<file path="src/rtl/core/rst_pkg.sv">
// ----------------------------------------------------------------------------
// rst_pkg
// Types, codes and constants shared by the running status section parser.
// ----------------------------------------------------------------------------
package rst_pkg;

   localparam int DEF_MIN_SECTION_BYTES = 3;
   localparam int DEF_MAX_SECTION_BYTES = 1024;
   localparam int DEF_MAX_ENTRIES       = 128;

   localparam int RECORD_BYTES      = 9;
   localparam int RECORD_LAST_INDEX = RECORD_BYTES - 1;

   localparam logic [11:0] POS_TABLE_ID  = 12'd0;
   localparam logic [11:0] POS_LENGTH_HI = 12'd1;
   localparam logic [11:0] POS_LENGTH_LO = 12'd2;
   localparam logic [11:0] POS_SATURATED = 12'hFFF;

   localparam logic KIND_ENTRY   = 1'b0;
   localparam logic KIND_SUMMARY = 1'b1;

   localparam logic STATUS_OK         = 1'b0;
   localparam logic STATUS_SIZE_ERROR = 1'b1;

   localparam int RESULT_QUEUE_DEPTH = 4;
   localparam int RQ_PTR_W           = $clog2(RESULT_QUEUE_DEPTH);
   localparam int RQ_CNT_W           = $clog2(RESULT_QUEUE_DEPTH + 1);

   typedef struct packed {
      logic        result_kind;
      logic [15:0] stream_id;
      logic [15:0] network_id;
      logic [15:0] service_number;
      logic [15:0] event_number;
      logic [2:0]  run_state;
      logic [6:0]  entry_index;
      logic [7:0]  table_code;
      logic [11:0] length_field;
      logic [7:0]  entries_found;
      logic        parse_status;
      logic        final_result;
   } result_type;

   typedef struct packed {
      logic       entry_valid;
      logic       summary_valid;
      result_type entry;
      result_type summary;
   } push_type;

endpackage

</file>
<file path="src/rtl/core/rst_parse_core.sv">
// ----------------------------------------------------------------------------
// rst_parse_core
// Section state registers and the per-byte parse step; emits up to an entry
// and a summary for each accepted byte.
// ----------------------------------------------------------------------------
module rst_parse_core import rst_pkg::*; #(
   parameter int MIN_SECTION_BYTES = DEF_MIN_SECTION_BYTES,
   parameter int MAX_SECTION_BYTES = DEF_MAX_SECTION_BYTES,
   parameter int MAX_ENTRIES       = DEF_MAX_ENTRIES
) (
   input  logic        clock,
   input  logic        reset,
   input  logic        accept,
   input  logic [7:0]  data_byte,
   input  logic        first_byte,
   input  logic        last_byte,
   input  logic [11:0] section_bytes,
   output push_type    push
);

   logic [11:0] pos_ff,   pos_in;
   logic [11:0] rem_ff,   rem_in;
   logic [3:0]  rbi_ff,   rbi_in;
   logic [63:0] shift_ff, shift_in;
   logic [7:0]  tid_ff,   tid_in;
   logic [11:0] len_ff,   len_in;
   logic [7:0]  cnt_ff,   cnt_in;
   logic        err_ff,   err_in;
   logic        open_ff,  open_in;

   always_ff @(posedge clock) begin
      if (reset) begin
         pos_ff   <= '0;
         rem_ff   <= '0;
         rbi_ff   <= '0;
         shift_ff <= '0;
         tid_ff   <= '0;
         len_ff   <= '0;
         cnt_ff   <= '0;
         err_ff   <= 1'b0;
         open_ff  <= 1'b0;
      end else if (accept) begin
         pos_ff   <= pos_in;
         rem_ff   <= rem_in;
         rbi_ff   <= rbi_in;
         shift_ff <= shift_in;
         tid_ff   <= tid_in;
         len_ff   <= len_in;
         cnt_ff   <= cnt_in;
         err_ff   <= err_in;
         open_ff  <= open_in;
      end
   end

   always_comb begin
      logic size_bad;
      logic take_record;
      size_bad = (section_bytes < 12'(MIN_SECTION_BYTES)) ||
                 (section_bytes > 12'(MAX_SECTION_BYTES));

      pos_in   = first_byte ? '0 : pos_ff;
      rem_in   = first_byte ? '0 : rem_ff;
      rbi_in   = first_byte ? '0 : rbi_ff;
      shift_in = first_byte ? '0 : shift_ff;
      tid_in   = first_byte ? '0 : tid_ff;
      len_in   = first_byte ? '0 : len_ff;
      cnt_in   = first_byte ? '0 : cnt_ff;
      err_in   = first_byte ? size_bad : err_ff;
      open_in  = first_byte | open_ff;
      push     = '0;

      take_record = (rbi_in != '0) ||
                    ((rem_in >= 12'(RECORD_BYTES)) && (cnt_in < 8'(MAX_ENTRIES)));

      if (open_in) begin
         if (!err_in) begin
            priority if (pos_in == POS_TABLE_ID) begin
               tid_in = data_byte;
            end else if (pos_in == POS_LENGTH_HI) begin
               len_in = {data_byte[3:0], 8'h00};
            end else if (pos_in == POS_LENGTH_LO) begin
               len_in = {len_in[11:8], data_byte};
               rem_in = {len_in[11:8], data_byte};
            end else if (take_record) begin
               if (rbi_in < 4'(RECORD_LAST_INDEX)) begin
                  shift_in = {shift_in[55:0], data_byte};
                  rbi_in   = rbi_in + 4'd1;
               end else begin
                  push.entry_valid          = 1'b1;
                  push.entry.result_kind    = KIND_ENTRY;
                  push.entry.stream_id      = shift_in[63:48];
                  push.entry.network_id     = shift_in[47:32];
                  push.entry.service_number = shift_in[31:16];
                  push.entry.event_number   = shift_in[15:0];
                  push.entry.run_state      = data_byte[2:0];
                  push.entry.entry_index    = cnt_in[6:0];
                  push.entry.table_code     = tid_in;
                  push.entry.length_field   = len_in;
                  push.entry.entries_found  = cnt_in + 8'd1;
                  push.entry.parse_status   = STATUS_OK;
                  push.entry.final_result   = 1'b0;
                  cnt_in   = cnt_in + 8'd1;
                  rem_in   = rem_in - 12'(RECORD_BYTES);
                  rbi_in   = '0;
                  shift_in = '0;
               end
            end else begin
               rbi_in = rbi_in;
            end
         end
         if (pos_in != POS_SATURATED) begin
            pos_in = pos_in + 12'd1;
         end
         if (last_byte) begin
            push.summary_valid         = 1'b1;
            push.summary.result_kind   = KIND_SUMMARY;
            push.summary.table_code    = tid_in;
            push.summary.length_field  = len_in;
            push.summary.entries_found = cnt_in;
            push.summary.parse_status  = err_in ? STATUS_SIZE_ERROR : STATUS_OK;
            push.summary.final_result  = 1'b1;
            pos_in   = '0;
            rem_in   = '0;
            rbi_in   = '0;
            shift_in = '0;
            tid_in   = '0;
            len_in   = '0;
            cnt_in   = '0;
            err_in   = 1'b0;
            open_in  = 1'b0;
         end
      end
      if (!accept) begin
         push.entry_valid   = 1'b0;
         push.summary_valid = 1'b0;
      end
   end

endmodule

</file>
<file path="src/rtl/core/rst_result_queue.sv">
// ----------------------------------------------------------------------------
// rst_result_queue
// Small result queue; takes up to two results a cycle, delivers one.
// ----------------------------------------------------------------------------
module rst_result_queue import rst_pkg::*; (
   input  logic       clock,
   input  logic       reset,
   input  push_type   push,
   input  logic       pop,
   output logic       room,
   output logic       not_empty,
   output result_type head
);

   result_type            slot_ff [RESULT_QUEUE_DEPTH];
   logic [RQ_PTR_W-1:0]   wr_ptr_ff, wr_ptr_in;
   logic [RQ_PTR_W-1:0]   rd_ptr_ff, rd_ptr_in;
   logic [RQ_CNT_W-1:0]   count_ff,  count_in;
   logic [RQ_PTR_W-1:0]   wr_next;
   logic [1:0]            n_push;
   result_type            first_data;

   assign n_push     = {1'b0, push.entry_valid} + {1'b0, push.summary_valid};
   assign first_data = push.entry_valid ? push.entry : push.summary;
   assign wr_next    = wr_ptr_ff + RQ_PTR_W'(1);
   assign wr_ptr_in  = wr_ptr_ff + RQ_PTR_W'(n_push);
   assign rd_ptr_in  = rd_ptr_ff + RQ_PTR_W'(pop);
   assign count_in   = count_ff + RQ_CNT_W'(n_push) - RQ_CNT_W'(pop);
   assign room       = count_ff <= RQ_CNT_W'(RESULT_QUEUE_DEPTH - 2);
   assign not_empty  = count_ff != '0;
   assign head       = slot_ff[rd_ptr_ff];

   always_ff @(posedge clock) begin
      if (reset) begin
         wr_ptr_ff <= '0;
         rd_ptr_ff <= '0;
         count_ff  <= '0;
      end else begin
         wr_ptr_ff <= wr_ptr_in;
         rd_ptr_ff <= rd_ptr_in;
         count_ff  <= count_in;
      end
   end

   always_ff @(posedge clock) begin
      if (n_push != 2'd0) begin
         slot_ff[wr_ptr_ff] <= first_data;
      end
      if (push.entry_valid && push.summary_valid) begin
         slot_ff[wr_next] <= push.summary;
      end
   end

endmodule

</file>
<file path="src/rtl/core/rst_section_parser.sv">
// ----------------------------------------------------------------------------
// rst_section_parser
// Byte-serial parser for a DVB running status section: header, 9-byte
// running status records, and an end-of-section summary.
// ----------------------------------------------------------------------------
//   channel | direction | handshake             | payload
//   req_    | in        | req_valid / req_stall | one section byte with flags
//   rsp_    | out       | rsp_valid / rsp_stall | entry or summary result
//
// One byte per cycle while req_stall is low; each byte is parsed in the cycle
// it is accepted and its results (up to two) enter a four-deep result queue,
// readable next cycle. Reset is synchronous and clears the section state and
// the queue. req_stall rises while fewer than two queue slots are free.
// ----------------------------------------------------------------------------
module rst_section_parser import rst_pkg::*; #(
   parameter int MIN_SECTION_BYTES = DEF_MIN_SECTION_BYTES,
   parameter int MAX_SECTION_BYTES = DEF_MAX_SECTION_BYTES,
   parameter int MAX_ENTRIES       = DEF_MAX_ENTRIES
) (
   input  logic        clock,
   input  logic        reset,
   input  logic        req_valid,
   output logic        req_stall,
   input  logic [7:0]  req_data_byte,
   input  logic        req_first_byte,
   input  logic        req_last_byte,
   input  logic [11:0] req_section_bytes,
   output logic        rsp_valid,
   input  logic        rsp_stall,
   output logic        rsp_result_kind,
   output logic [15:0] rsp_stream_id,
   output logic [15:0] rsp_network_id,
   output logic [15:0] rsp_service_number,
   output logic [15:0] rsp_event_number,
   output logic [2:0]  rsp_run_state,
   output logic [6:0]  rsp_entry_index,
   output logic [7:0]  rsp_table_code,
   output logic [11:0] rsp_length_field,
   output logic [7:0]  rsp_entries_found,
   output logic        rsp_parse_status,
   output logic        rsp_final_result
);

   logic       room;
   logic       accept;
   push_type   push;
   result_type head;

   assign req_stall = !room;
   assign accept    = req_valid && room;

   rst_parse_core #(
      .MIN_SECTION_BYTES (MIN_SECTION_BYTES),
      .MAX_SECTION_BYTES (MAX_SECTION_BYTES),
      .MAX_ENTRIES       (MAX_ENTRIES)
   ) u_core (
      .clock         (clock),
      .reset         (reset),
      .accept        (accept),
      .data_byte     (req_data_byte),
      .first_byte    (req_first_byte),
      .last_byte     (req_last_byte),
      .section_bytes (req_section_bytes),
      .push          (push)
   );

   rst_result_queue u_queue (
      .clock     (clock),
      .reset     (reset),
      .push      (push),
      .pop       (rsp_valid && !rsp_stall),
      .room      (room),
      .not_empty (rsp_valid),
      .head      (head)
   );

   assign rsp_result_kind    = head.result_kind;
   assign rsp_stream_id      = head.stream_id;
   assign rsp_network_id     = head.network_id;
   assign rsp_service_number = head.service_number;
   assign rsp_event_number   = head.event_number;
   assign rsp_run_state      = head.run_state;
   assign rsp_entry_index    = head.entry_index;
   assign rsp_table_code     = head.table_code;
   assign rsp_length_field   = head.length_field;
   assign rsp_entries_found  = head.entries_found;
   assign rsp_parse_status   = head.parse_status;
   assign rsp_final_result   = head.final_result;

endmodule

</file>
<file path="config.mk">
export PLATFORM = sky130hd
export DESIGN_NAME = rst_section_parser
export DESIGN_NICKNAME = d
export VERILOG_FILES = /design/src/rtl/core/rst_pkg.sv /design/src/rtl/core/rst_parse_core.sv /design/src/rtl/core/rst_result_queue.sv /design/src/rtl/core/rst_section_parser.sv
export SDC_FILE = /design/constraint.sdc
export NUM_CORES = 1
export LEC_CHECK = 0
export BUFFER_PORTS_ARGS = -buffer_cell sky130_fd_sc_hd__buf_4
export CAP_MARGIN = 10
export CELL_PAD_IN_SITES_DETAIL_PLACEMENT = 0
export CELL_PAD_IN_SITES_GLOBAL_PLACEMENT = 1
export CORE_MARGIN = 2
export CORE_UTILIZATION = 23
export DETAILED_ROUTE_END_ITERATION = 8
export GPL_TIMING_DRIVEN = 0
export PLACE_DENSITY_LB_ADDON = 0.1
export SYNTH_ARGS = -nofsm -noshare
export SYNTH_HDL_FRONTEND = slang
export SYNTH_SLANG_ARGS = --single-unit
</file>
<file path="constraint.sdc">
create_clock -name clock -period 10.6 [get_ports clock]
set_clock_uncertainty 0.15 [all_clocks]
set_input_delay 2.12 -clock clock [delete_from_list [all_inputs] [get_ports clock]]
set_output_delay 2.12 -clock clock [all_outputs]
set_load 0.005 [all_outputs]
</file>
[Word-level counts from Yosys, hierarchy flattened]
Memories as Yosys holds them, arrays and structs flattened. A register that Yosys moved wholly into a read port is not among the register bits.
Cells that the tools add are included.
Word-level totals
  bits in registers: 129
  RAM bits: 420
  output and inout port bits: 107
  word-level logic and storage cells: 126
  memories kept: 1
Cells by class
  $add $sub $neg: 10
  order comparisons: 6
  equality and inequality tests: 3
  muxes and demuxes: 81
  bitwise gates (word level): 1
  reductions and logical operators: 12
Memories
  u_queue.slot_ff: words 4, width 105, rd ports 1, clocked after memory_dff 1, wr ports 2, line rst_result_queue.sv:15  | result_type slot_ff [RESULT_QUEUE_DEPTH];
Operator list (number)
  two-way mux 105 bit: 6
  two-way mux 64 bit: 9
  two-way mux 12 bit: 19
  two-way mux 8 bit: 15
  two-way mux 108 bit: 1
  two-way mux 104 bit: 1
  two-way mux 30 bit: 2
  two-way mux 4 bit: 9
  two-way mux 1 bit: 17
  adder 12 x 1 -> 12 bit, second input constant: 1
  equality test 12 x 1 -> 1 bit, second input constant: 1
  equality test 12 x 2 -> 1 bit, second input constant: 1
  >= comparator 12 x 4 -> 1 bit, second input constant: 1
  greater-than comparator 12 x 11 -> 1 bit, second input constant: 1
  logical NOT 12 bit: 1
  less-than comparator 12 x 2 -> 1 bit, second input constant: 1
  inequality test 12 bit, second input constant: 1
  subtractor 12 x 4 -> 12 bit, second input constant: 1
  adder 8 x 1 -> 8 bit, second input constant: 1
  less-than comparator 8 bit, second input constant: 1
  adder 4 x 1 -> 4 bit, second input constant: 1
  logical AND 1 bit: 4
  less-than comparator 4 bit, second input constant: 1
  two-way mux 2 bit: 2
  other kinds (13): 15

[Longest topological paths before layout]
Gate-level depths: netlist (run 1).
  depth after elaboration: 15
  depth in mapped cells: 22
  depth with buffers taken out: 15

[By module]
Synthesis (run 1) repeated with hierarchy kept, for this count alone.
Unflattened totals
  cells, all modules: 2707
  area, all modules: 30325.3 µm²
By module, submodules not included
  rst_result_queue: times used 1, cells each 1579, area each 22013.6 µm², sequential area each 12752.2 µm²
  rst_parse_core: times used 1, cells each 1125, area each 8287.9 µm², sequential area each 2442.3 µm²
  rst_section_parser: times used 1, cells each 3, area each 23.8 µm², sequential area each 0.0 µm²

[Least setup slack after synthesis (run 1)]
No wires, ideal clock.
  kind: input-to-reg
  start: in req_first_byte
  end: mem u_queue.slot_ff[2][0] (netlist name) (enable)
  arrival time: 6.815 ns
  required time: 10.065 ns
  slack: 3.250 ns
  cell stages on the path: 19
  cell sequence: clkbuf_1 -> clkbuf_1 -> clkbuf_1 -> buf_1 -> nor2b_1 -> ha_1 -> or3_1 -> a211oi_2 -> nand2_2 -> inv_2 -> buf_2 -> buf_1 -> ha_1 -> inv_1 -> nor3b_1 -> nor2_1 -> clkbuf_1 -> buf_1 -> inv_1
RTL lines
  from (decl): line rst_section_parser.sv:25  | input logic req_first_byte,
  to (decl): line rst_result_queue.sv:15

==> flow_metrics.env, run 1 <==
export IMPL_layout_filler_cells=10131
export IMPL_cell_type_with_the_highest_aggregate_area_in_the_netlist="sky130_fd_sc_hd__dfxtp_1"
export IMPL_synth_lib_cells_used_distinct=70
export IMPL_crit_path_end="u_queue.slot_ff[2][11]"
export IMPL_drt_first_iter_violations=1491
export IMPL_cp_data_arrival_time_ps=10020
export IMPL_critical_path_startpoint_type="primary input"
export IMPL_stdcell_count=3445
export IMPL_setup_tns_ps=0
export IMPL_vias=18387
export IMPL_p_int_mw=3.81
export IMPL_dp_hpwl_mm=65.2
export IMPL_critPathKind="in2reg"
export IMPL_worst_ir_drop_vdd_uv=115
export IMPL_cts_htree_levels=3
export IMPL_power_density_nw_per_um2=186
export IMPL_finalWeightedCongestion=0.800
export IMPL_worst_skew_pair_late_latency_ps=620
export IMPL_multi_input_area_um2=9990
export IMPL_drc_errors=0
export IMPL_outcome="completed"
export IMPL_port_buffer_count=130
export IMPL_start_util=0.233
export IMPL_final_layout_size_suffix_gt1_frac=0.182
export IMPL_synth_simple_gate_area_share=0.0709
export IMPL_cts_resized_gates=1
export IMPL_worst_slew_pin_transition_ps=1260
export IMPL_die_area_um2=102000
export IMPL_cts_inserted_buffers=69
export IMPL_largest_net_degree_at_the_start_of_global_routing=31
export IMPL_yosysWarningCount=0
export IMPL_final_hold_viol_count=0
export IMPL_worstSetupStartpoint="req_first_byte"
export IMPL_postSynthCellCount=1893
export IMPL_pre_cts_slack_ps=-667
export IMPL_postLayoutCellArea_um2=27900
export IMPL_core_rowCount=115
export IMPL_core_area_um2=98600
export IMPL_slew_headroom=0.158
export IMPL_numPlacedInstances=3315
export IMPL_synth_mux_area_frac=0.105
export IMPL_worst_slack_ps=681
export IMPL_post_route_min_period_ps=9920
export IMPL_drt_first_pass_iters=5
export IMPL_synthXorXnorAreaFrac=0.00611
export IMPL_post_cts_setup_buffer_count=0
export IMPL_routed_wl_mm=95.5
export IMPL_final_core_util=0.283
export IMPL_async_reset_ff_frac=0
export IMPL_power_share_sequential=0.413
export IMPL_synth_nets=1938
export IMPL_detailed_place_area_um2=25600
export IMPL_first_pass_grt_wire_length_mm=138
export IMPL_synth_most_common_cell="sky130_fd_sc_hd__dfxtp_1"
export IMPL_netlist_area_um2=22900
export IMPL_timing_rr_start="u_core.pos_ff[0]"
export IMPL_timing_fmax_ghz=0.101
export IMPL_flip_flop_and_latch_count_after_synthesis=545
export IMPL_rsz0062_at_grt="no"
export IMPL_finalSetupViolations=0
export IMPL_cts_path_max_buffers=3
export IMPL_route_antenna_remaining_nets=0
export IMPL_power_switching_mw=1.38
export IMPL_synth_area_leaders="sky130_fd_sc_hd__dfxtp_1 37%, sky130_fd_sc_hd__edfxtp_1 16%, sky130_fd_sc_hd__a32o_1 13%"
export IMPL_path_max_fanout=30
export IMPL_tritoncts="done"
export IMPL_ff2ff_path_depth=17
export IMPL_nets=2146
export IMPL_p_comb_frac=0.128
export IMPL_endpoint_required_time_on_the_critical_path_ps=10700
export IMPL_synth_ff_type="sky130_fd_sc_hd__dfxtp_1"
export IMPL_timing_rr_end="u_queue.slot_ff[2][11]"
export IMPL_netlist_area_leader_share=0.371
export IMPL_share_clk_of_total_power=0.459
export IMPL_overflow=0
export IMPL_drv_max_cap_violation_count=0
export IMPL_mean_syn_cell_area_um2=12.1
export IMPL_cts_reportedPaths_clkPinSlew_ps=60
export IMPL_library_cell_used_as_clock_root_buffer="sky130_fd_sc_hd__clkbuf_16"
export IMPL_hold_path_class="reg2reg"
export IMPL_layout_worst_path_cycle_share=0.936
export IMPL_worstHoldPathCells=2
export IMPL_r2r_setup_slack_ps=3930
export IMPL_synth_top_family_by_area="compound AO/OA/AOI/OAI gates"
export IMPL_die_width_um=320
export IMPL_layout_area_overhead_vs_synth_pct=21.7
export IMPL_synth_commonest_cells="425 x sky130_fd_sc_hd__dfxtp_1, 290 x sky130_fd_sc_hd__a32o_1, 129 x sky130_fd_sc_hd__clkbuf_1"
export IMPL_switching_share=0.265
export IMPL_final_max_slew_viol_count=0
export IMPL_ys_seq_area_frac=0.528
export IMPL_synth_enable_flop_cells=120
export IMPL_route_detailed_vias_per_inst=5.34
export IMPL_wire_per_inst_um=27.7
export IMPL_synth_fa_ha_area_frac=0.0107
export IMPL_register_area_um2=12100
export IMPL_post_cts_hold_buffer_count=0
export IMPL_antenna_found_initial=3
export IMPL_critical_path_endpoint_category="flip-flop"
export IMPL_synth_compound_area_frac=0.242
export IMPL_first_global_vias=18882
export IMPL_ioPinCount=133
export IMPL_total_leakage_power_nw=9.21
export IMPL_die_height_um=320
export IMPL_grt_util_all_layers=0.184
export IMPL_clock_sinks=545
==> flip-flops by register name, indices dropped and copies added (netlist names) <==
name               flops
u_core.cnt_ff          8
u_core.err_ff          1
u_core.len_ff         12
u_core.open_ff         1
u_core.pos_ff         12
u_core.rbi_ff          4
u_core.rem_ff         12
u_core.shift_ff       64
u_core.tid_ff          8
u_queue.count_ff       3
u_queue.rd_ptr_ff      2
u_queue.slot_ff      416
u_queue.wr_ptr_ff      2
==> worst min-delay path by stage <==
stage                                  startpoint                      end  slack, ps
after CTS                 u_queue.slot_ff[2][103]  u_queue.slot_ff[2][103]        310
after floorplan            u_queue.slot_ff[2][31]   u_queue.slot_ff[2][31]        270
after detailed placement   u_queue.slot_ff[1][31]   u_queue.slot_ff[1][31]        300
after global placement     u_queue.slot_ff[1][32]   u_queue.slot_ff[1][32]        280
final                      u_queue.slot_ff[2][34]   u_queue.slot_ff[2][34]        310
after global routing       u_queue.slot_ff[2][49]   u_queue.slot_ff[2][49]        320
==> per-stage QoR <==
stage	total power, mW	hold WS, ps
4_1_cts	5.27	310
5_1_grt	5.39	321
2_1_floorplan	2.56	270
3_5_place_dp	2.87	298
3_3_place_gp	2.86	281
6_report	5.19	306
==> worst max-delay path: stages <==
cell and delay (ps):
sky130_fd_sc_hd__buf_4 130, sky130_fd_sc_hd__clkbuf_1 550, sky130_fd_sc_hd__clkbuf_1 640, sky130_fd_sc_hd__clkbuf_1 540, sky130_fd_sc_hd__buf_1 570, sky130_fd_sc_hd__nor2b_1 170, sky130_fd_sc_hd__ha_1 320, sky130_fd_sc_hd__or3_1 420
sky130_fd_sc_hd__a211oi_2 480, sky130_fd_sc_hd__nand2_2 270, sky130_fd_sc_hd__inv_2 110, sky130_fd_sc_hd__buf_2 350, sky130_fd_sc_hd__buf_1 680, sky130_fd_sc_hd__ha_1 310, sky130_fd_sc_hd__inv_1 130, sky130_fd_sc_hd__nor3b_2 490
sky130_fd_sc_hd__nor2_1 300, sky130_fd_sc_hd__clkbuf_1 450, sky130_fd_sc_hd__buf_1 420, sky130_fd_sc_hd__inv_4 500
==> area by class of cell <==
class,instances,area share
sequential,545,0.434
multi-input combinational,1133,0.358
clock buffer,106,0.0727
tap,1287,0.0577
timing repair buffer,137,0.0389
buffer,186,0.0266
clock inverter,21,0.00834
inverter,29,0.00399
antenna,1,0.0000896
==> routing by layer <==
layer	global-route usage	share of wire	vias up
li1	-	-	8175
met1	0.245	0.45	9521
met2	0.306	0.48	565
met3	0.0284	0.051	124
met4	0.0593	0.027	2
met5	0	0.00014	-
==> power groups by stage <==
stage / Clock, mW / Combinational (mW) / Sequential, mW
floorplan: 0 / 0.378 / 2.19
global placement: 0 / 0.672 / 2.19
detailed placement: 0 / 0.677 / 2.19
CTS: 2.45 / 0.680 / 2.14
global route: 2.53 / 0.716 / 2.15
finish: 2.38 / 0.665 / 2.14
==> cells by family after synthesis <==
| kind of cell | count (synthesis) |
|---|---|
| AOI/OAI and AO/OA | 657 |
| xor gates and xnor gates | 16 |
| adders and majority gates | 19 |
| buffers and inverters | 215 |
| DFF | 545 |
| muxes | 110 |
| and+or+nand+nor | 331 |
==> cell usage in the layout, fill, tap and decap left out, types with 9 or more instances in the layout <==
master | netlist | routed
sky130_fd_sc_hd__nor3_1 | 24 | 22
sky130_fd_sc_hd__clkbuf_1 | 129 | 154
sky130_fd_sc_hd__and2_1 | 15 | 15
sky130_fd_sc_hd__a22oi_1 | 13 | 13
sky130_fd_sc_hd__edfxtp_1 | 120 | 120
sky130_fd_sc_hd__buf_1 | 27 | 27
sky130_fd_sc_hd__buf_2 | 27 | 28
sky130_fd_sc_hd__nand2b_1 | 15 | 15
sky130_fd_sc_hd__mux4_2 | 104 | 104
sky130_fd_sc_hd__clkbuf_16 | 0 | 73
sky130_fd_sc_hd__xnor2_1 | 9 | 9
sky130_fd_sc_hd__nand4_1 | 13 | 13
sky130_fd_sc_hd__o21ai_0 | 42 | 42
sky130_fd_sc_hd__ha_1 | 18 | 18
sky130_fd_sc_hd__nand3_1 | 16 | 16
sky130_fd_sc_hd__o32ai_1 | 21 | 21
sky130_fd_sc_hd__a22o_1 | 76 | 76
sky130_fd_sc_hd__dfxtp_1 | 425 | 425
sky130_fd_sc_hd__clkinv_2 | 0 | 9
sky130_fd_sc_hd__buf_4 | 3 | 133
sky130_fd_sc_hd__nor2_1 | 72 | 72
sky130_fd_sc_hd__a21oi_1 | 65 | 65
sky130_fd_sc_hd__inv_1 | 27 | 23
sky130_fd_sc_hd__a32o_1 | 290 | 290
sky130_fd_sc_hd__nor2b_1 | 15 | 15
sky130_fd_sc_hd__o22ai_1 | 55 | 55
sky130_fd_sc_hd__o2bb2ai_1 | 43 | 43
sky130_fd_sc_hd__nand2_1 | 109 | 109
No activity file was read; power rests on OpenSTA's default activity.
==> inputs of run 2 (changes only) <==
CORE_MARGIN = not set   (was 2)
SYNTH_HIERARCHICAL = 1   (was not set)
==> flow_metrics.env, run 2 <==
export IMPL_outcome="completed"
export IMPL_grt_util_all_layers=0.180
export IMPL_die_height_um=365
export IMPL_first_pass_grt_wire_length_mm=173
export IMPL_finalWeightedCongestion=0.779
export IMPL_post_cts_hold_buffer_count=0
export IMPL_overflow=0
export IMPL_critical_path_endpoint_category="flip-flop"
export IMPL_synth_enable_flop_cells=420
export IMPL_critical_path_startpoint_type="primary input"
export IMPL_layout_area_overhead_vs_synth_pct=20.6
export IMPL_hold_ws_ps=317
export IMPL_slew_headroom=0.134
export IMPL_worstHoldPathCells=2
export IMPL_dp_hpwl_mm=83.5
export IMPL_cts_resized_gates=0
export IMPL_worst_slack_ps=2380
export IMPL_multi_input_area_um2=13600
export IMPL_detailed_place_area_um2=34200
export IMPL_flip_flop_and_latch_count_after_synthesis=549
export IMPL_drt_first_pass_iters=7
export IMPL_worstSetupStartpoint="req_first_byte"
export IMPL_nets=3042
export IMPL_cts_path_max_buffers=3
export IMPL_max_flop_register="u_queue/slot_ff"
export IMPL_async_reset_ff_frac=0
export IMPL_die_width_um=365
export IMPL_cell_type_with_the_highest_aggregate_area_in_the_netlist="sky130_fd_sc_hd__edfxtp_1"
export IMPL_pre_cts_slack_ps=1680
export IMPL_path_max_fanout=19
export IMPL_drt_first_iter_violations=1701
export IMPL_start_util=0.233
export IMPL_ioPinCount=133
export IMPL_layout_worst_path_cycle_share=0.776
export IMPL_timing_fmax_ghz=0.122
export IMPL_mean_syn_cell_area_um2=11.2
export IMPL_tritoncts="done"
export IMPL_synth_most_common_cell="sky130_fd_sc_hd__o221ai_1"
export IMPL_p_comb_frac=0.190
export IMPL_worst_slew_pin_transition_ps=1300
export IMPL_rsz0062_at_grt="no"
export IMPL_power_switching_mw=1.60
export IMPL_cp_data_arrival_time_ps=8410
export IMPL_numPlacedInstances=4669
export IMPL_synth_lib_cells_used_distinct=79
export IMPL_power_share_sequential=0.396
export IMPL_final_hold_viol_count=0
export IMPL_port_buffer_count=127
export IMPL_die_area_um2=133000
export IMPL_cts_reportedPaths_clkPinSlew_ps=60
export IMPL_share_clk_of_total_power=0.415
export IMPL_switching_share=0.267
export IMPL_final_max_slew_viol_count=0
export IMPL_first_global_vias=24619
export IMPL_stdcell_count=4800
export IMPL_route_detailed_vias_per_inst=5.09
export IMPL_clock_sinks=549
export IMPL_drc_errors=0
export IMPL_reg_top3="u_queue/slot_ff x420, u_core/shift_ff x64"
export IMPL_most_frequent_standard_cell_in_the_layout_excluding_fill_and_tap_cells="sky130_fd_sc_hd__o221ai_1"
export IMPL_synth_ff_type="sky130_fd_sc_hd__edfxtp_1"
export IMPL_mostFrequentLayoutCells="421 x sky130_fd_sc_hd__o221ai_1, 420 x sky130_fd_sc_hd__edfxtp_1, 403 x sky130_fd_sc_hd__nand2_1"
export IMPL_worst_skew_pair_late_latency_ps=650
export IMPL_timing_rr_start="u_core/pos_ff[1]"
export IMPL_drv_max_cap_violation_count=0
export IMPL_worst_ir_drop_vdd_uv=106
export IMPL_library_cell_used_as_clock_root_buffer="sky130_fd_sc_hd__clkbuf_16"
export IMPL_post_cts_setup_buffer_count=0
export IMPL_yosysWarningCount=6
export IMPL_core_area_um2=130000
export IMPL_largest_net_degree_at_the_start_of_global_routing=47
export IMPL_cts_htree_levels=3
export IMPL_ys_seq_area_frac=0.501
export IMPL_worst_hold_startpoint="u_core/err_ff"
export IMPL_routed_wl_mm=122
export IMPL_postLayoutCellArea_um2=36600
export IMPL_power_density_nw_per_um2=164
export IMPL_wire_per_inst_um=25.3
export IMPL_p_int_mw=4.40
export IMPL_postSynthCellCount=2707
export IMPL_core_rowCount=132
export IMPL_antenna_found_initial=5
export IMPL_critPathKind="in2reg"
export IMPL_synth_commonest_cells="421 x sky130_fd_sc_hd__o221ai_1, 420 x sky130_fd_sc_hd__edfxtp_1, 403 x sky130_fd_sc_hd__nand2_1"
export IMPL_layout_filler_cells=13632
export IMPL_total_leakage_power_nw=12.2
export IMPL_largest_register_ffs=420
export IMPL_netlist_area_leader_share=0.416
export IMPL_cts_inserted_buffers=70
export IMPL_finalSetupViolations=0
export IMPL_post_route_min_period_ps=8220
export IMPL_hold_path_class="reg2reg"
export IMPL_final_layout_size_suffix_gt1_frac=0.197
export IMPL_ff2ff_path_depth=17
export IMPL_vias=24431
export IMPL_netlist_area_um2=30300
export IMPL_route_antenna_remaining_nets=0
export IMPL_synth_area_leaders="sky130_fd_sc_hd__edfxtp_1 42%, sky130_fd_sc_hd__o221ai_1 12%, sky130_fd_sc_hd__dfxtp_1 8.5%"
export IMPL_endpoint_required_time_on_the_critical_path_ps=10790
export IMPL_register_area_um2=15200
[run 2: cell types whose count changed in the layout (fill, tap and decap cells not counted), sizes merged, moves of 150 or more]
cell / change
edfxtp: +300
o221ai: +418
buf: +150
dfxtp: -296
nand2: +293
a32o: -286
nand2b: +202
[run 2: final cells by class]
class,instances,area share
Buffer,331,0.0485
Inverter,23,0.00236
Clock buffer,86,0.0518
Tap cell,1742,0.0596
Timing Repair Buffer,144,0.0376
Sequential cell,549,0.415
Multi-Input combinational cell,1880,0.372
Antenna cell,2,0.000137
Clock inverter,43,0.0130
[run 2: worst paths after layout]
| check | to | slack [ps] |
|---|---|---|
| worst min register to register | u_core/err_ff | 320 |
| worst max register to register | u_queue/slot_ff[1][45] | 4370 |
| worst min-delay path | u_core/err_ff | 320 |
| worst max-delay path | u_queue/slot_ff[1][45] | 2380 |
[run 2: kinds of logic after synthesis]
group	share of synthesized area
buffers and inverters	0.0613
other	0.000124
muxes	0.0804
AOI/OAI and AO/OA	0.189
xor gates and xnor gates	0.00656
and+or+nand+nor	0.155
adders and majority gates	0.00726
DFF	0.501
[run 2: worst max-delay path: stages]
cell and delay [ps]:
sky130_fd_sc_hd__buf_4 140, sky130_fd_sc_hd__inv_1 90, sky130_fd_sc_hd__clkbuf_1 560, sky130_fd_sc_hd__nand2_1 210, sky130_fd_sc_hd__ha_1 410, sky130_fd_sc_hd__nor2_1 390
sky130_fd_sc_hd__nand2_1 180, sky130_fd_sc_hd__a2111oi_2 530, sky130_fd_sc_hd__buf_2 310, sky130_fd_sc_hd__nand2_1 220, sky130_fd_sc_hd__nor2_1 400, sky130_fd_sc_hd__buf_2 550
sky130_fd_sc_hd__clkbuf_1 460, sky130_fd_sc_hd__inv_1 100, sky130_fd_sc_hd__ha_1 220, sky130_fd_sc_hd__nand2b_1 240, sky130_fd_sc_hd__a21oi_4 580, sky130_fd_sc_hd__buf_16 240
sky130_fd_sc_hd__buf_12 210, sky130_fd_sc_hd__buf_12 210
[run 2: layer usage]
metal	wire length (um)	global-route usage	share of wire
met1	53200	0.229	0.44
met2	59400	0.309	0.49
met3	5880	0.0257	0.048
met4	3070	0.0594	0.025
met5	0	0	0
[run 2: power by group through the flow]
stage | Clock [mW] | Combinational [mW] | Sequential [mW]
2_1_floorplan | 0 | 0.641 | 2.41
3_3_place_gp | 0 | 1.16 | 2.42
3_5_place_dp | 0 | 1.17 | 2.42
4_1_cts | 2.57 | 1.17 | 2.37
5_1_grt | 2.64 | 1.24 | 2.37
6_report | 2.49 | 1.14 | 2.37
[run 2: through the flow]
stage,power [mW],utilization,TNS (ps)
after floorplan,3.06,-,0
after global placement,3.59,0.259,-941840
after detailed placement,3.59,0.263,0
after CTS,6.12,0.281,0
after global routing,6.25,0.281,0
final,5.99,0.281,0
==> inputs of run 3 (changes only) <==
ABC_AREA = 1   (was not set)
clock period = 7.9 ns   (was 10.6 ns; I/O delays follow)
==> flow_metrics.env, run 3 <==
export IMPL_clock_sinks=549
export IMPL_rsz0062_at_grt="no"
export IMPL_detailed_place_area_um2=35900
export IMPL_multi_input_area_um2=13200
export IMPL_first_global_vias=27346
export IMPL_cts_htree_levels=3
export IMPL_numPlacedInstances=6126
export IMPL_worst_slew_pin_transition_ps=1020
export IMPL_worst_ir_drop_vdd_uv=135
export IMPL_drc_errors=0
export IMPL_most_frequent_standard_cell_in_the_layout_excluding_fill_and_tap_cells="sky130_fd_sc_hd__nand2_1"
export IMPL_start_util=0.231
export IMPL_hold_path_class="reg2reg"
export IMPL_synth_commonest_cells="1196 x sky130_fd_sc_hd__nand2_1, 479 x sky130_fd_sc_hd__o21ai_0, 430 x sky130_fd_sc_hd__inv_1"
export IMPL_path_max_fanout=14
export IMPL_critical_path_endpoint_category="flip-flop"
export IMPL_layout_worst_path_cycle_share=0.961
export IMPL_route_antenna_remaining_nets=0
export IMPL_core_area_um2=137000
export IMPL_port_buffer_count=130
export IMPL_slew_headroom=0.317
export IMPL_max_flop_register="u_queue/slot_ff"
export IMPL_endpoint_required_time_on_the_critical_path_ps=8110
export IMPL_ff2ff_path_depth=19
export IMPL_path_common_cell="sky130_fd_sc_hd__buf_6"
export IMPL_antenna_found_initial=8
export IMPL_finalSetupViolations=0
export IMPL_cts_inserted_buffers=75
export IMPL_synth_area_leaders="sky130_fd_sc_hd__edfxtp_1 40%, sky130_fd_sc_hd__nand2_1 14%, sky130_fd_sc_hd__dfxtp_1 8.1%"
export IMPL_slowest_delay_ps=800
export IMPL_synth_ff_type="sky130_fd_sc_hd__edfxtp_1"
export IMPL_netlist_area_um2=31800
export IMPL_route_detailed_vias_per_inst=4.49
export IMPL_largest_net_degree_at_the_start_of_global_routing=17
export IMPL_overflow=0
export IMPL_total_leakage_power_nw=15.1
export IMPL_crit_path_end="u_queue/slot_ff[2][84]"
export IMPL_routed_wl_mm=132
export IMPL_async_reset_ff_frac=0
export IMPL_dp_hpwl_mm=98.0
export IMPL_hold_ws_ps=313
export IMPL_wire_per_inst_um=21.1
export IMPL_mostFrequentLayoutCells="1196 x sky130_fd_sc_hd__nand2_1, 479 x sky130_fd_sc_hd__o21ai_0, 430 x sky130_fd_sc_hd__inv_1"
export IMPL_yosysWarningCount=6
export IMPL_die_area_um2=140000
export IMPL_timing_rr_start="u_core/pos_ff[0]"
export IMPL_tritoncts="done"
export IMPL_cts_path_max_buffers=3
export IMPL_register_area_um2=15200
export IMPL_outcome="completed"
export IMPL_worstSetupStartpoint="req_first_byte"
export IMPL_drt_first_iter_violations=1826
export IMPL_final_layout_size_suffix_gt1_frac=0.141
export IMPL_crit_path_cell_trace="buf_6 > buf_6 > clkbuf_1 > nor2_1 > ha_1 > o211ai_4 > nand3_4 > nor2_8 > nand2_1 > buf_2 > nor2_2 > buf_4 > buf_6 > buf_6 > inv_1 > ha_1 > o31ai_4 > buf_16 > buf_16 > buf_8"
export IMPL_cp_data_arrival_time_ps=7810
export IMPL_final_hold_viol_count=0
export IMPL_largest_register_ffs=420
export IMPL_die_height_um=374
export IMPL_drt_first_pass_iters=5
export IMPL_stdcell_count=6276
export IMPL_drv_max_cap_violation_count=0
export IMPL_post_cts_hold_buffer_count=0
export IMPL_postSynthCellCount=4092
export IMPL_library_cell_used_as_clock_root_buffer="sky130_fd_sc_hd__clkbuf_16"
export IMPL_synth_most_common_cell="sky130_fd_sc_hd__nand2_1"
export IMPL_cpMaxStageDelayCell="sky130_fd_sc_hd__o31ai_4"
export IMPL_layout_area_overhead_vs_synth_pct=20.8
export IMPL_layout_filler_cells=14980
export IMPL_final_max_slew_viol_count=0
export IMPL_first_pass_grt_wire_length_mm=193
export IMPL_setup_tns_ps=0
export IMPL_r2r_setup_slack_ps=1630
export IMPL_post_route_min_period_ps=7590
export IMPL_ioPinCount=133
export IMPL_cts_reportedPaths_clkPinSlew_ps=50
export IMPL_vias=28179
export IMPL_timing_fmax_ghz=0.132
export IMPL_timing_rr_end="u_queue/slot_ff[2][84]"
export IMPL_synth_enable_flop_cells=420
export IMPL_postLayoutCellArea_um2=38400
export IMPL_core_rowCount=136
export IMPL_mean_syn_cell_area_um2=7.76
export IMPL_synth_lib_cells_used_distinct=49
export IMPL_finalWeightedCongestion=0.779
export IMPL_worst_skew_pair_late_latency_ps=680
export IMPL_critPathKind="in2reg"
export IMPL_cell_type_with_the_highest_aggregate_area_in_the_netlist="sky130_fd_sc_hd__edfxtp_1"
export IMPL_netlist_area_leader_share=0.397
export IMPL_power_density_nw_per_um2=235
export IMPL_flip_flop_and_latch_count_after_synthesis=549
export IMPL_grt_util_all_layers=0.187
export IMPL_reg_top3="u_queue/slot_ff x420, u_core/shift_ff x64"
export IMPL_critical_path_startpoint_type="primary input"
export IMPL_die_width_um=374
export IMPL_ys_seq_area_frac=0.478
export IMPL_nets=4462
run 3: changes by cell type in the layout (fill, tap and decap cells not counted), moves of 104 or more:
cell,change
sky130_fd_sc_hd__o221ai_1,-421
sky130_fd_sc_hd__and3_1,-104
sky130_fd_sc_hd__nand2_1,+793
sky130_fd_sc_hd__nand2b_1,-217
sky130_fd_sc_hd__a21oi_1,+177
sky130_fd_sc_hd__inv_1,+408
sky130_fd_sc_hd__o21ai_1,+196
sky130_fd_sc_hd__o21ai_0,+455
sky130_fd_sc_hd__o211ai_1,+126
sky130_fd_sc_hd__mux4_2,-105
run 3: timing repair:
| item | in CTS | in global routing |
|---|---|---|
| pin swaps | 1 | 2 |
| setup buffers | 1 | 9 |
| resized for setup | 1 | 0 |
| endpoints found under the setup margin | 241 | 42 |
run 3: layout make-up:
cell class,instances,area share
Antenna cell,1,0.0000652
Clock buffer,101,0.0533
Buffer,361,0.0529
Clock inverter,38,0.00825
Multi-Input combinational cell,2816,0.344
Sequential cell,549,0.396
Timing Repair Buffer,174,0.0433
Tap cell,1794,0.0585
Inverter,442,0.0434
run 3: worst min path at each step:
stage                              startpoint             endpoint  slack [ps]  depth (start not counted)
final                      u_core/shift_ff[3]   u_core/shift_ff[3]         310                          2
after global routing      u_core/shift_ff[51]  u_core/shift_ff[51]         320                          2
after global placement          u_core/err_ff        u_core/err_ff         300                          2
after detailed placement        u_core/err_ff        u_core/err_ff         300                          2
after floorplan                 u_core/err_ff        u_core/err_ff         290                          2
after CTS                       u_core/err_ff        u_core/err_ff         310                          2
run 3: logic make-up after synthesis:
logic type,after synthesis,share of synthesized area
and+or+nand+nor,1558,0.195
AOI/OAI and AO/OA,1153,0.200
buffers and inverters,803,0.116
DFF,549,0.478
adders and majority gates,17,0.00693
xor gates and xnor gates,11,0.00303
other,1,0.000118
run 3: through the flow:
step                setup WS (ps)   util  total power [mW]
global route                 37.2  0.280              9.52
floorplan                   -1840      -              4.53
detailed placement          -1120  0.262              5.79
CTS                          65.6  0.279              9.21
finish                        305  0.280              9.02
global placement            -9020  0.257              5.78
run 3: layer usage:
layer / global-route usage / vias up / routed length (um)
li1: - / 14136 / -
met1: 0.263 / 13435 / 64500
met2: 0.306 / 492 / 61000
met3: 0.0197 / 116 / 4390
met4: 0.0466 / 0 / 2380
met5: 0 / - / 0
run 3: power by group:
part / total [mW] / switching, mW / internal [mW]
logic: 2.40 / 1.57 / 0.830
clock network: 3.35 / 1.40 / 1.95
registers: 3.26 / 0.0591 / 3.20
total: 9.02 / 3.04 / 5.98
run 3: worst max-delay path, delay by kind of cell:
kind / cells / cell delay [ps]
buffers and inverters: 11 / 2880
AND/OR/NAND/NOR: 5 / 1460
AO/OA/AOI/OAI: 2 / 1200
adder cells (fa/ha/maj): 2 / 600
